**config.mk**
```make
export PLATFORM = sky130hd
export DESIGN_NAME = elevator_order_scheduler_core
export DESIGN_NICKNAME = d
export VERILOG_FILES = /design/src/eos_pkg.sv /design/src/eos_step.sv /design/src/elevator_order_scheduler.sv
export SDC_FILE = /design/constraint.sdc
export NUM_CORES = 1
export LEC_CHECK = 0
export BUFFER_PORTS_ARGS = -buffer_cell sky130_fd_sc_hd__buf_2
export CORE_MARGIN = 1
export CORE_UTILIZATION = 49
export DETAILED_ROUTE_END_ITERATION = 8
export PLACE_DENSITY = 0.76
export SLEW_MARGIN = 15
export SYNTH_ARGS = -nofsm -noshare
export SYNTH_HDL_FRONTEND = slang
export SYNTH_SLANG_ARGS = --single-unit
```
**constraint.sdc**
```tcl
create_clock -name clk_i -period 1.9 [get_ports clk_i]
set_clock_uncertainty 0.05 [all_clocks]
set_input_delay 0.19 -clock clk_i [delete_from_list [all_inputs] [get_ports clk_i]]
set_output_delay 0.19 -clock clk_i [all_outputs]
set_load 0.005 [all_outputs]
```
**src/eos_pkg.sv**
```systemverilog
`timescale 1ns / 1ps

package eos_pkg;

  localparam int unsigned ButtonW  = 12;
  localparam int unsigned FloorSelW = 2;
  localparam int unsigned DirW     = 2;
  localparam int unsigned PendingW = 10;

  typedef enum logic [DirW-1:0] {
    DIR_STOP = 2'd0,
    DIR_UP   = 2'd1,
    DIR_DOWN = 2'd2
  } dir_e;

  // one poll word
  typedef struct packed {
    logic [ButtonW-1:0]   button_levels;
    logic [FloorSelW-1:0] current_floor;
    logic [FloorSelW-1:0] between_position;
    logic [DirW-1:0]      travel_direction;
    logic                 clear_here;
    logic                 clear_every;
  } in_t;

  // one result word
  typedef struct packed {
    logic [PendingW-1:0] pending_orders;
    logic [DirW-1:0]     chosen_direction;
    logic                stop_here;
    logic                floor_has_order;
  } out_t;

endpackage

```
**src/eos_step.sv**
```systemverilog
`timescale 1ns / 1ps

module eos_step #(
  parameter int unsigned FLOOR_COUNT = 4
) (
  input  logic [3*FLOOR_COUNT-3:0] order_i,
  input  eos_pkg::in_t             item_i,
  output logic [3*FLOOR_COUNT-3:0] order_o,
  output eos_pkg::out_t            result_o
);
  import eos_pkg::*;

  // per-floor groups {up, inside, down}; the missing slots at the end floors stay zero
  localparam int unsigned ExtW   = 3 * FLOOR_COUNT;
  localparam int unsigned BtnW   = (ExtW > ButtonW) ? ExtW : ButtonW;
  localparam int unsigned FloorW = $clog2(FLOOR_COUNT);
  localparam int unsigned Top    = FLOOR_COUNT - 1;
  localparam logic [FloorW-1:0] TopFloor = FloorW'(FLOOR_COUNT - 1);

  logic [ExtW-1:0]        cur_ext;
  logic [ExtW-1:0]        next_ext;
  logic [BtnW-1:0]        btn;
  logic [FloorW-1:0]      cur;
  logic [FloorW-1:0]      betw;
  logic [FloorW-1:0]      bt_lo;
  logic [2:0]             grp [FLOOR_COUNT];
  logic [FLOOR_COUNT-1:0] occ;
  logic [2:0]             here;
  logic                   above_cur, below_cur, above_bt, below_bt;
  logic                   above_sel, below_sel;
  logic                   stop;
  dir_e                   dir;
  dir_e                   chosen;

  // saturate floor indexes to the top floor
  assign cur  = (32'(item_i.current_floor) > Top) ? TopFloor : FloorW'(item_i.current_floor);
  assign betw = (32'(item_i.between_position) > Top) ? TopFloor
                                                      : FloorW'(item_i.between_position);
  assign bt_lo = betw - FloorW'(1);

  // direction code 3 behaves as stop
  always_comb begin
    case (item_i.travel_direction)
      DIR_UP:   dir = DIR_UP;
      DIR_DOWN: dir = DIR_DOWN;
      default:  dir = DIR_STOP;
    endcase
  end

  // order update: clear all, or set from buttons then optionally clear current floor
  always_comb begin
    cur_ext  = {1'b0, order_i, 1'b0};
    btn      = BtnW'(item_i.button_levels);
    next_ext = cur_ext;
    if (item_i.clear_every) begin
      next_ext = '0;
    end else begin
      for (int f = 0; f < FLOOR_COUNT; f++) begin
        if (btn[3*f]) next_ext[3*f+1] = 1'b1;
        if (btn[3*f+1] && (f < FLOOR_COUNT - 1)) next_ext[3*f+2] = 1'b1;
        if (btn[3*f+2] && (f > 0)) next_ext[3*f] = 1'b1;
        if (item_i.clear_here && (FloorW'(f) == cur)) next_ext[3*f +: 3] = 3'b000;
      end
    end
  end

  assign order_o = next_ext[ExtW-2:1];

  always_comb begin
    for (int g = 0; g < FLOOR_COUNT; g++) begin
      grp[g] = next_ext[3*g +: 3];
      occ[g] = |next_ext[3*g +: 3];
    end
  end

  // orders strictly above / below a floor
  always_comb begin
    above_cur = 1'b0;
    below_cur = 1'b0;
    above_bt  = 1'b0;
    below_bt  = 1'b0;
    for (int g = 0; g < FLOOR_COUNT; g++) begin
      above_cur = above_cur | (occ[g] & (FloorW'(g) > cur));
      below_cur = below_cur | (occ[g] & (FloorW'(g) < cur));
      above_bt  = above_bt  | (occ[g] & (FloorW'(g) > bt_lo));
      below_bt  = below_bt  | (occ[g] & (FloorW'(g) < betw));
    end
  end

  assign above_sel = (betw != '0) ? above_bt : above_cur;
  assign below_sel = (betw != '0) ? below_bt : below_cur;

  always_comb begin
    if (next_ext == '0) begin
      chosen = DIR_STOP;
    end else if (above_sel && !below_sel) begin
      chosen = DIR_UP;
    end else if (!above_sel && below_sel) begin
      chosen = DIR_DOWN;
    end else if (dir == DIR_STOP) begin
      chosen = DIR_DOWN;
    end else begin
      chosen = dir;
    end
  end

  assign here = grp[cur];

  assign stop = ((dir == DIR_DOWN) && (cur == '0))
             || ((dir == DIR_UP) && (cur == TopFloor))
             || here[1]
             || (here[2] && (dir == DIR_UP))
             || (here[0] && (dir == DIR_DOWN))
             || ((dir == DIR_UP) && !above_cur)
             || ((dir == DIR_DOWN) && !below_cur);

  assign result_o.pending_orders   = PendingW'(order_o);
  assign result_o.chosen_direction = chosen;
  assign result_o.stop_here        = stop;
  assign result_o.floor_has_order  = |here;

endmodule

```
**src/elevator_order_scheduler.sv**
```systemverilog
`timescale 1ns / 1ps

// Order book and direction logic for one car. Every accepted poll word updates
// the stored order bits (clear all, or set from the buttons and then optionally
// clear the current floor) and yields one result word: the order/lamp vector,
// the next direction, the stop decision and whether the current floor holds an
// order. One word is accepted per clock while in_stall_o is low; the word is
// loaded into the input register when it is accepted, and its result word
// becomes valid when it moves on into the result register, the order update
// and all decisions being one pass of logic between the two. While the output
// is stalled the result register holds and one more word can wait in the
// input register, after which the input stalls. The order bits are updated
// when a word moves into the result register, so back-to-back words see
// each other's orders in sequence. FLOOR_COUNT sets the size of the order
// store (3 * FLOOR_COUNT - 2 bits); pending_orders shows its low ten bits.
module elevator_order_scheduler_core #(
  parameter int unsigned FLOOR_COUNT = 4
) (
  input  logic          clk_i,
  input  logic          rst_ni,
  input  logic          in_valid_i,
  output logic          in_stall_o,
  input  eos_pkg::in_t  in_word_i,
  output logic          out_valid_o,
  input  logic          out_stall_i,
  output eos_pkg::out_t out_word_o
);
  import eos_pkg::*;

  localparam int unsigned OrderW = 3 * FLOOR_COUNT - 2;

  // input register
  logic  s1_valid_q, s1_valid_d;
  in_t   s1_q;
  // result register
  logic  out_valid_q, out_valid_d;
  out_t  out_q;
  // order store
  logic [OrderW-1:0] order_q, order_d;

  logic [OrderW-1:0] next_order;
  out_t              step_result;
  logic              in_accept;
  logic              advance;

  // a word moves on when the result register is empty or being drained
  assign advance    = s1_valid_q && (!out_valid_q || !out_stall_i);
  assign in_stall_o = s1_valid_q && !advance;
  assign in_accept  = in_valid_i && !in_stall_o;

  eos_step #(
    .FLOOR_COUNT(FLOOR_COUNT)
  ) u_step (
    .order_i (order_q),
    .item_i  (s1_q),
    .order_o (next_order),
    .result_o(step_result)
  );

  always_comb begin
    s1_valid_d = s1_valid_q;
    if (in_accept) begin
      s1_valid_d = 1'b1;
    end else if (advance) begin
      s1_valid_d = 1'b0;
    end

    out_valid_d = out_valid_q;
    if (advance) begin
      out_valid_d = 1'b1;
    end else if (!out_stall_i) begin
      out_valid_d = 1'b0;
    end

    order_d = advance ? next_order : order_q;
  end

  // control state and order store
  always_ff @(posedge clk_i or negedge rst_ni) begin
    if (!rst_ni) begin
      s1_valid_q  <= 1'b0;
      out_valid_q <= 1'b0;
      order_q     <= '0;
    end else begin
      s1_valid_q  <= s1_valid_d;
      out_valid_q <= out_valid_d;
      order_q     <= order_d;
    end
  end

  // payload registers
  always_ff @(posedge clk_i) begin
    if (in_accept) begin
      s1_q <= in_word_i;
    end
    if (advance) begin
      out_q <= step_result;
    end
  end

  assign out_valid_o = out_valid_q;
  assign out_word_o  = out_q;

  // order bits only move together with a word
  a_order_hold: assert property (@(posedge clk_i) disable iff (!rst_ni)
    !advance |=> $stable(order_q))
    else $error("order store changed without a word advancing");

  // clear all leaves no pending order
  a_clear_all: assert property (@(posedge clk_i) disable iff (!rst_ni)
    (advance && s1_q.clear_every) |=> (out_word_o.pending_orders == '0))
    else $error("clear all left pending orders");

  // an empty result register never blocks the input register
  a_no_bubble: assert property (@(posedge clk_i) disable iff (!rst_ni)
    (s1_valid_q && !out_valid_q) |-> !in_stall_o)
    else $error("input stalled while result register empty");

  // a drained result with nothing behind it empties the output
  a_drain: assert property (@(posedge clk_i) disable iff (!rst_ni)
    (out_valid_o && !out_stall_i && !s1_valid_q) |=> !out_valid_o)
    else $error("result word repeated");

  // no orders means the car stops
  a_idle_stop: assert property (@(posedge clk_i) disable iff (!rst_ni)
    (advance && (next_order == '0)) |=> (out_word_o.chosen_direction == DIR_STOP))
    else $error("direction chosen with no orders");

endmodule
```
==> results.ini, run 1 <==
[synthesis]
synth_top_family_by_area=simple AND/OR/NAND/NOR gates
synth_top_area_cell=edfxtp_1
yosys.area_share.simple_pct=14.1
synth_top_area_share_pct=47.7
synthesis.area_sq_um=2020
ys_seq_area_share_pct=62.6
synth_edf_count=32
synth_warnings=0
synth_cell_type_count=47
syn_inst=153
synth_fa_ha_area_share_pct=2.48
ys_seq_elements=44
synth_compound_area_share_pct=13.2
synth_nets=181
muxShareOfSynthArea_pct=3.91
ys.flop_type=edfxtp_1
synthArstFlopShare_pct=27.3
avgSynthCellArea_sq_um=13.2
synth.area.top_cells=edfxtp_1, dfrtp_1, nor2_1
yosys.area_share.xor_xnor_pct=0

[drt]
drc=0
vias=1525
dr.pass1.iters=4
ant_nets=0
wire_per_inst_um=16.3
viasPerCell=5.51
routed_wl_mm=4.52
drt_first_iter_violations=130

[worst_setup_path]
max_stage_delay_ns=0.41
startpoint_type=flop
cp_cell_sequence=nor4_4 -> a211oi_1 -> nand2b_1 -> a221o_1 -> a211oi_2 -> a311oi_2
worstSetupPathType=reg2reg
path_max_fanout=2
arrival_ns=2.12
r2r_start=order_q[5]
crit_start=order_q[5]
cpMaxStageDelayCell=dfrtp_1
end_kind=flop
cp.required_ns=1.89

[die]
die_area_sq_um=4370
rows=22
io_pins=40
initial_utilization_pct=53.1
core-area_sq_um=3800
die_y_um=66.1
die_w_um=66.1

[layout]
drive_gt1_share_pct=47.2
fin_area_sq_um=2670
antenna_cells=0
layout_common_cells=buf_2, edfxtp_1, buf_4
layout_commonest_cell=buf_2
fin_nets=256
finish.utilization_pct=70.4
synthToLayoutAreaGrowth_pct=32.7

[timing]
finalCritPeriodShare_pct=112
rsz0062_at_grt=yes
worst_pin_slew_ns=0.417
final-max-slew-violation-count=0
timing.final.ws_setup_ns=-0.232
fin_crit_ns=2.13
finalSetupViolCount=4
clock.fmax_mhz=469
max_slew_margin_pct=71.9
final-hold-violation-count=0

[min_path]
hp-start=in_word_i[0]
hold_class=in2reg

[power_and_ir_drop]
peakVddDrop_mv=0.578
leakage_uw=0.00119
pwr_density_cell_nw_per_um2=857

[place]
place_area_sq_um=2410
dp_hpwl_mm=2.92
place_congestion=0.882
place.port_buffers=37

[clocking]
cts.clk_slew.worst_paths_ns=0.08
clkSinkCount=44
numCtsBuffers=5
tritoncts=built
clk_path_buf_depth=2
clockRootBuffer=clkbuf_8
cts_max_level=2
clk_latency_ns=0.30

[global_routing]
track_usage_pct=21.8
overflow=0
antenna_found_initial=0
grt_max_degree=19
grt_pass1_wl_mm=6.84
grt_pass1_vias=1512

[outcome]
outcome=finished with violations
violations=setup timing

[flow_run]
max-cap-violations=0

## sequential cells by signal, indices dropped and copies added (netlist names)
register and cells:
out_word_o 14, order_q 10, s1_q 18, s1_valid_q 1, out_valid_o 1
## what timing repair did
| item | in CTS | in global routing |
|---|---|---|
| gates resized for setup | 12 | 8 |
| setup buffers | 3 | 6 |
| pin swaps | 5 | 1 |
| hold buffers | 1 | 1 |
| endpoints found under the hold margin | 12 | 1 |
| endpoints found under the setup margin | 4 | 4 |
## power by group
group	total [uW]	leakage (uW)	internal, uW	switching [uW]
combinational	492	0.000687	244	249
sequential	1210	0.000460	1150	56.2
clock	593	0.0000445	295	298
total	2290	0.00119	1690	603
## metrics by stage
| step | total power [uW] | setup WS (ns) | hold WS (ns) | TNS (ns) | cells |
|---|---|---|---|---|---|
| final | 2290 | -0.232 | 0.00880 | -0.496 | 277 |
| after global routing | 2390 | -0.269 | -0.0000978 | -0.745 | 277 |
| after CTS | 2260 | -0.139 | 0.00435 | -0.280 | 270 |
| after detailed placement | 1630 | -0.200 | 0.0436 | -0.349 | 258 |
| after global placement | 1600 | -0.121 | 0.0356 | -0.141 | 258 |
| after floorplan | 1440 | 0.0118 | -0.156 | 0 | 153 |
## final cells by class
class / count / area, sq um
tap: 48 / 60.1
multi-input combinational: 93 / 753
inverter: 12 / 45.0
clock buffer: 7 / 86.3
clock inverter: 1 / 7.51
timing repair buffer: 72 / 460
fill: 259 / 1120
sequential: 44 / 1260
## worst max-delay path, delay by kind of cell, from the launching register on
kind,cells,cell delay [ns]
flip-flops,1,0.41
AND/OR/NAND/NOR,2,0.57
AO/OA/AOI/OAI,4,0.85
## per-layer routing
metal	routed length, um	GRT usage [%]	vias to the layer above
li1	-	-	712
met1	1740	23.7	723
met2	2330	39.0	68
met3	263	6.21	22
met4	183	9.84	0
met5	0	0	-
## cells in the mapped netlist, drive strengths merged, types with 2 or more instances
library cell	count
a211o	2
a211oi	3
a21boi	2
a21o	2
a21oi	2
and3	2
buf	3
dfrtp	12
edfxtp	32
ha	4
inv	12
mux2	5
nand2	9
nand2b	4
nand3	4
nor2	16
nor3	5
nor4	2
o21ai	10
o22ai	2
o31ai	2
## cells by family (layout without fill, tap and decap cells)
logic type / count (synthesis) / count (layout)
mux: 6 / 6
compound gates: 34 / 34
simple gates: 49 / 49
flops: 44 / 44
buf+inv: 16 / 92
fa+ha+maj: 4 / 4
## worst paths after layout
| check | end | slack [ns] | depth (start not counted) |
|---|---|---|---|
| max reg2reg | out_word_o[3] | -0.23 | 6 |
| min in group asynchronous | s1_valid_q | 0.25 | 2 |
| min | s1_q[0] | 0.009 | 1 |
| min reg2reg | out_valid_o | 0.46 | 1 |
| max | out_word_o[3] | -0.23 | 6 |
| max in group asynchronous | order_q[2] | 1.32 | 2 |
(Power assumes the default switching activity.)
==> run 2, diff against run 1 <==
--- a/config.mk
+++ b/config.mk
@@ -7,10 +7,11 @@
 export LEC_CHECK = 0
 export BUFFER_PORTS_ARGS = -buffer_cell sky130_fd_sc_hd__buf_2
 export CORE_MARGIN = 1
-export CORE_UTILIZATION = 49
+export CORE_UTILIZATION = 51
+export CTS_BUF_LIST = sky130_fd_sc_hd__clkbuf_4 sky130_fd_sc_hd__clkbuf_8
 export DETAILED_ROUTE_END_ITERATION = 8
-export PLACE_DENSITY = 0.76
-export SLEW_MARGIN = 15
+export PLACE_DENSITY = 0.79
+export SLEW_MARGIN = 5
 export SYNTH_ARGS = -nofsm -noshare
 export SYNTH_HDL_FRONTEND = slang
 export SYNTH_SLANG_ARGS = --single-unit
==> run 2 against run 1 <==
Against the previous run: the flow still finishes with violations (setup timing); combinational power shrank 4.7%; sequential share of layout area decreased by 0.088 points; utilization increased by 1.7 points; worst hold slack worse by 0.0042 ns; critical path depth did not move; via count is 0.79% higher; power up 4.3%; register-to-register slack improved by 0.02 ns; die area down 3.8%; sequential cell count did not move; fmax up 0.94%; largest power group unchanged.
==> results.ini, run 2 (synthesis results as in run 1) <==
[outcome]
outcome=finished with violations
violations=setup timing

[layout]
regMostFlops=s1_q
layout_common_cells=buf_2, edfxtp_1, buf_4
finish.utilization_pct=72.1
fin_nets=254
antenna_cells=0
drive_gt1_share_pct=44.5
largest_reg_flops=18
layout_commonest_cell=buf_2
fin_cells=275
synthToLayoutAreaGrowth_pct=32.9

[power_and_ir_drop]
leakage_uw=0.00119
pwr_density_cell_nw_per_um2=893
p_sw_share_pct=26.3
combPwrFrac_pct=19.6
p_sw_uw=629
p_seq_share_pct=50.6
p_clk_share_pct=29.8
internal_power_uw=1760
totalPowerFinal_uw=2390
peakVddDrop_mv=0.630

[drt]
ant_nets=0
wire_per_inst_um=16.8
vias=1537
drt_first_iter_violations=144
viasPerCell=5.59
routed_wl_mm=4.63
dr.pass1.iters=5
drc=0

[timing]
fin_crit_ns=2.11
clock.fmax_mhz=474
final-max-slew-violation-count=0
timing.final.ws_setup_ns=-0.212
finalSetupViolCount=4
fin_tns_setup_ns=-0.483
hold_ws_ns=0.00460
rsz0062_at_grt=yes
max_slew_margin_pct=75.3
finalCritPeriodShare_pct=111
final-hold-violation-count=0
worst_pin_slew_ns=0.368

[place]
dp.cells=254
place_congestion=0.910
dp_hpwl_mm=2.78
place.port_buffers=37

[global_routing]
overflow=0
grt_pass1_vias=1404
grt_max_degree=19
grt_pass1_wl_mm=6.34
track_usage_pct=20.9
antenna_found_initial=0

[die]
io_pins=40
core-area_sq_um=3720
die_w_um=64.9
die_area_sq_um=4210
initial_utilization_pct=54.2
die_y_um=64.9
rows=22

[clocking]
clkSinkCount=44
cts.clk_slew.worst_paths_ns=0.09
clk_path_buf_depth=2
tritoncts=built
clk_latency_ns=0.31
clockRootBuffer=clkbuf_8
cts_max_level=2
numCtsBuffers=5

[worst_setup_path]
path_max_fanout=2
cpMaxStageDelayCell=edfxtp_1
cp_cell_sequence=nor4_4 -> a211oi_1 -> nand2b_4 -> a221o_1 -> a211oi_2 -> a311oi_1
startpoint_type=flop
max_stage_delay_ns=0.45
arrival_ns=2.11
end_kind=flop
worstSetupPathType=reg2reg
cp.required_ns=1.90

[min_path]
hold_class=in2reg

[flow_run]
max-cap-violations=0

-- run 2: repair_timing --
item,CTS,global route
hold buffers,1,6
resized for setup,3,13
pin swaps,5,8
hold endpoints to repair,12,6
setup endpoints to repair,3,4
buffers inserted,1,5
-- run 2: path summary, 6_finish.rpt --
| path | end | start | slack, ns | cells past startpoint |
|---|---|---|---|---|
| hold / removal | s1_q[3] | in_word_i[3] | 0.005 | 1 |
| setup / recovery | out_word_o[3] | s1_q[14] | -0.21 | 6 |
| max in group asynchronous | order_q[8] | rst_ni | 1.33 | 2 |
| setup reg to reg | out_word_o[3] | s1_q[14] | -0.21 | 6 |
| min in group asynchronous | order_q[4] | rst_ni | 0.23 | 2 |
| hold reg to reg | out_valid_o | s1_valid_q | 0.46 | 1 |
-- run 2: metal layers --
metal | part of all wire [%] | track usage (%)
met3 | 6.2 | 7.57
met2 | 53 | 34.5
met1 | 38 | 23.1
met5 | 0 | 0
met4 | 2.9 | 11.9
-- run 2: final cells by class --
| class | instances | area, sq um |
|---|---|---|
| Sequential cell | 44 | 1260 |
| Fill cell | 247 | 1040 |
| Multi-Input combinational cell | 93 | 751 |
| Timing Repair Buffer | 70 | 450 |
| Clock buffer | 5 | 68.8 |
| Tap cell | 48 | 60.1 |
| Inverter | 12 | 45.0 |
| Clock inverter | 3 | 42.5 |
-- run 2: through the flow --
stage               setup slack (ns)  instance area, sq um
global placement              -0.127                  2380
finish                        -0.212                  2680
global route                  -0.261                  2680
detailed placement            -0.172                  2380
CTS                           -0.168                  2530
floorplan                     0.0118                  2020
-- run 2: worst max-delay path, delay by kind of cell (launching register included) --
family	cells	cell delay, ns
compound gates	4	0.85
flops	1	0.45
simple gates	2	0.51
-- run 2: power groups by stage --
stage                     Sequential, uW  Clock (uW)  Combinational (uW)
after floorplan                     1220           0                 229
after global placement              1210           0                 376
after detailed placement            1220           0                 391
after CTS                           1200         710                 406
after global routing                1220         752                 505
final                               1210         713                 469
==> run 3, diff against run 2 <==
--- a/config.mk
+++ b/config.mk
@@ -6,6 +6,7 @@
 export NUM_CORES = 1
 export LEC_CHECK = 0
 export BUFFER_PORTS_ARGS = -buffer_cell sky130_fd_sc_hd__buf_2
+export CORE_ASPECT_RATIO = 1.4
 export CORE_MARGIN = 1
 export CORE_UTILIZATION = 51
 export CTS_BUF_LIST = sky130_fd_sc_hd__clkbuf_4 sky130_fd_sc_hd__clkbuf_8
==> run 3 against run 2 <==
Against the previous run: the flow still finishes with violations (setup timing); via count decreased by 0.98%; design area is 2.6% higher; fmax grew 1.3%; global-route usage is 2.4 points higher; combinational power is 10% higher; clock power down 19%; routed wire length down 1.2%; non-clock buffer count rose by 4; critical endpoint unchanged; largest cell class unchanged.
==> results.ini, run 3 (synthesis results as in run 1) <==
[flow_run]
max-cap-violations=0

[die]
io_pins=40
die_area_sq_um=4210
rows=26
die_y_um=76.4
core-area_sq_um=3710
die_w_um=55.1
initial_utilization_pct=54.4

[layout]
multi_input_area_sq_um=821
finish.utilization_pct=74.1
fin_cells=273
drive_gt1_share_pct=51.9
seqCellArea_sq_um=1260
fin_nets=258
layout_commonest_cell=buf_2
regMostFlops=s1_q
nFillCells=244
layout_common_cells=buf_2, edfxtp_1, buf_4
fin_area_sq_um=2750
largest_reg_flops=18
synthToLayoutAreaGrowth_pct=36.4
antenna_cells=0

[clocking]
tritoncts=built
cts_max_level=2
clk_path_buf_depth=2
clockRootBuffer=clkbuf_8
cts.clk_slew.worst_paths_ns=0.08
clkSinkCount=44
numCtsBuffers=5
clk_latency_ns=0.30

[worst_setup_path]
startpoint_type=flop
worstSetupPathType=reg2reg
cp_cell_sequence=buf_4 -> a31oi_4 -> a21boi_4 -> a21oi_2 -> o221a_2 -> a211oi_2 -> a311oi_1
path_max_fanout=4
end_kind=flop
cp.required_ns=1.90
r2r_slack_ns=-0.18
cpMaxStageDelayCell=edfxtp_1
max_stage_delay_ns=0.45
arrival_ns=2.08

[drt]
viasPerCell=5.58
vias=1522
drt_first_iter_violations=51
routed_wl_mm=4.57
wire_per_inst_um=16.8
drc=0
ant_nets=0
dr.pass1.iters=4

[global_routing]
antenna_found_initial=0
track_usage_pct=23.3
grt_max_degree=19
grt_pass1_wl_mm=6.87
grt_pass1_vias=1552
overflow=0

[power_and_ir_drop]
leakage_uw=0.00123
pwr_density_cell_nw_per_um2=836
totalPowerFinal_uw=2300
peakVddDrop_mv=0.705

[timing]
final-max-slew-violation-count=0
max_slew_margin_pct=73.2
fin_crit_ns=2.08
fin_tns_setup_ns=-0.455
worst_pin_slew_ns=0.401
clock.fmax_mhz=480
finalCritPeriodShare_pct=110
final-hold-violation-count=0
timing.final.ws_setup_ns=-0.184
rsz0062_at_grt=yes
finalSetupViolCount=4

[min_path]
hold_class=in2reg

[place]
dp_hpwl_mm=3.07
place_congestion=0.926
place.port_buffers=37
dp.cells=253
place_area_sq_um=2410

[outcome]
violations=setup timing
outcome=finished with violations

[run 3: changes by cell type in the layout (fill, tap and decap cells not counted), moves of 2 or more]
cell           previous run  this run
buf_6                     0         4
o21ai_0                   9         7
buf_4                    26        32
dlygate4sd3_1             7         1
clkbuf_4                  0         2
o21ai_2                   0         2
[run 3: worst paths after layout]
path,from,endpoint,cells past startpoint
max,s1_q[1],out_word_o[3],7
min,in_word_i[3],s1_q[3],1
max reg2reg,s1_q[1],out_word_o[3],7
min reg2reg,order_q[1],order_q[1],1
max in group asynchronous,rst_ni,order_q[3],2
min in group asynchronous,rst_ni,order_q[4],2
[run 3: layer usage]
metal  up-vias  wire length, um  track usage, %
met3         6              213            6.39
met1       751             1660            25.7
met4         0               78            11.0
met2        50             2620            39.3
met5         -                0               0
li1        715                -               -
[run 3: what timing repair did]
action	in CTS	in global routing
pin swaps	6	9
endpoints found under the hold margin	12	0
gates resized for setup	13	22
setup buffers	3	9
endpoints found under the setup margin	4	4
hold buffers	1	0
[run 3: report_power, final]
group	switching [uW]	total, uW	internal (uW)	leakage [uW]
Clock	288	575	286	0.0000491
Combinational	261	516	255	0.000722
Sequential	56.4	1210	1150	0.000460
Total	606	2300	1690	0.00123
[run 3: critical path, delay by kind of cell (launching register included)]
kind | cells | cell delay, ns
DFF | 1 | 0.45
buffers and inverters | 1 | 0.18
AOI/OAI and AO/OA | 6 | 1.16
[run 3: through the flow]
step                hold WS, ns  setup WS [ns]
floorplan                -0.156         0.0118
global placement         0.0329         -0.150
detailed placement       0.0384         -0.194
CTS                      0.0125         -0.130
global route            0.00429         -0.278
finish                   0.0109         -0.184
[run 3: final cells by class]
| cell class | instances | area share (%) |
|---|---|---|
| Sequential cell | 44 | 45.9 |
| Multi-Input combinational cell | 93 | 29.9 |
| Timing Repair Buffer | 74 | 17.5 |
| Clock buffer | 7 | 3.05 |
| Tap cell | 42 | 1.91 |
| Inverter | 12 | 1.64 |
| Clock inverter | 1 | 0.182 |
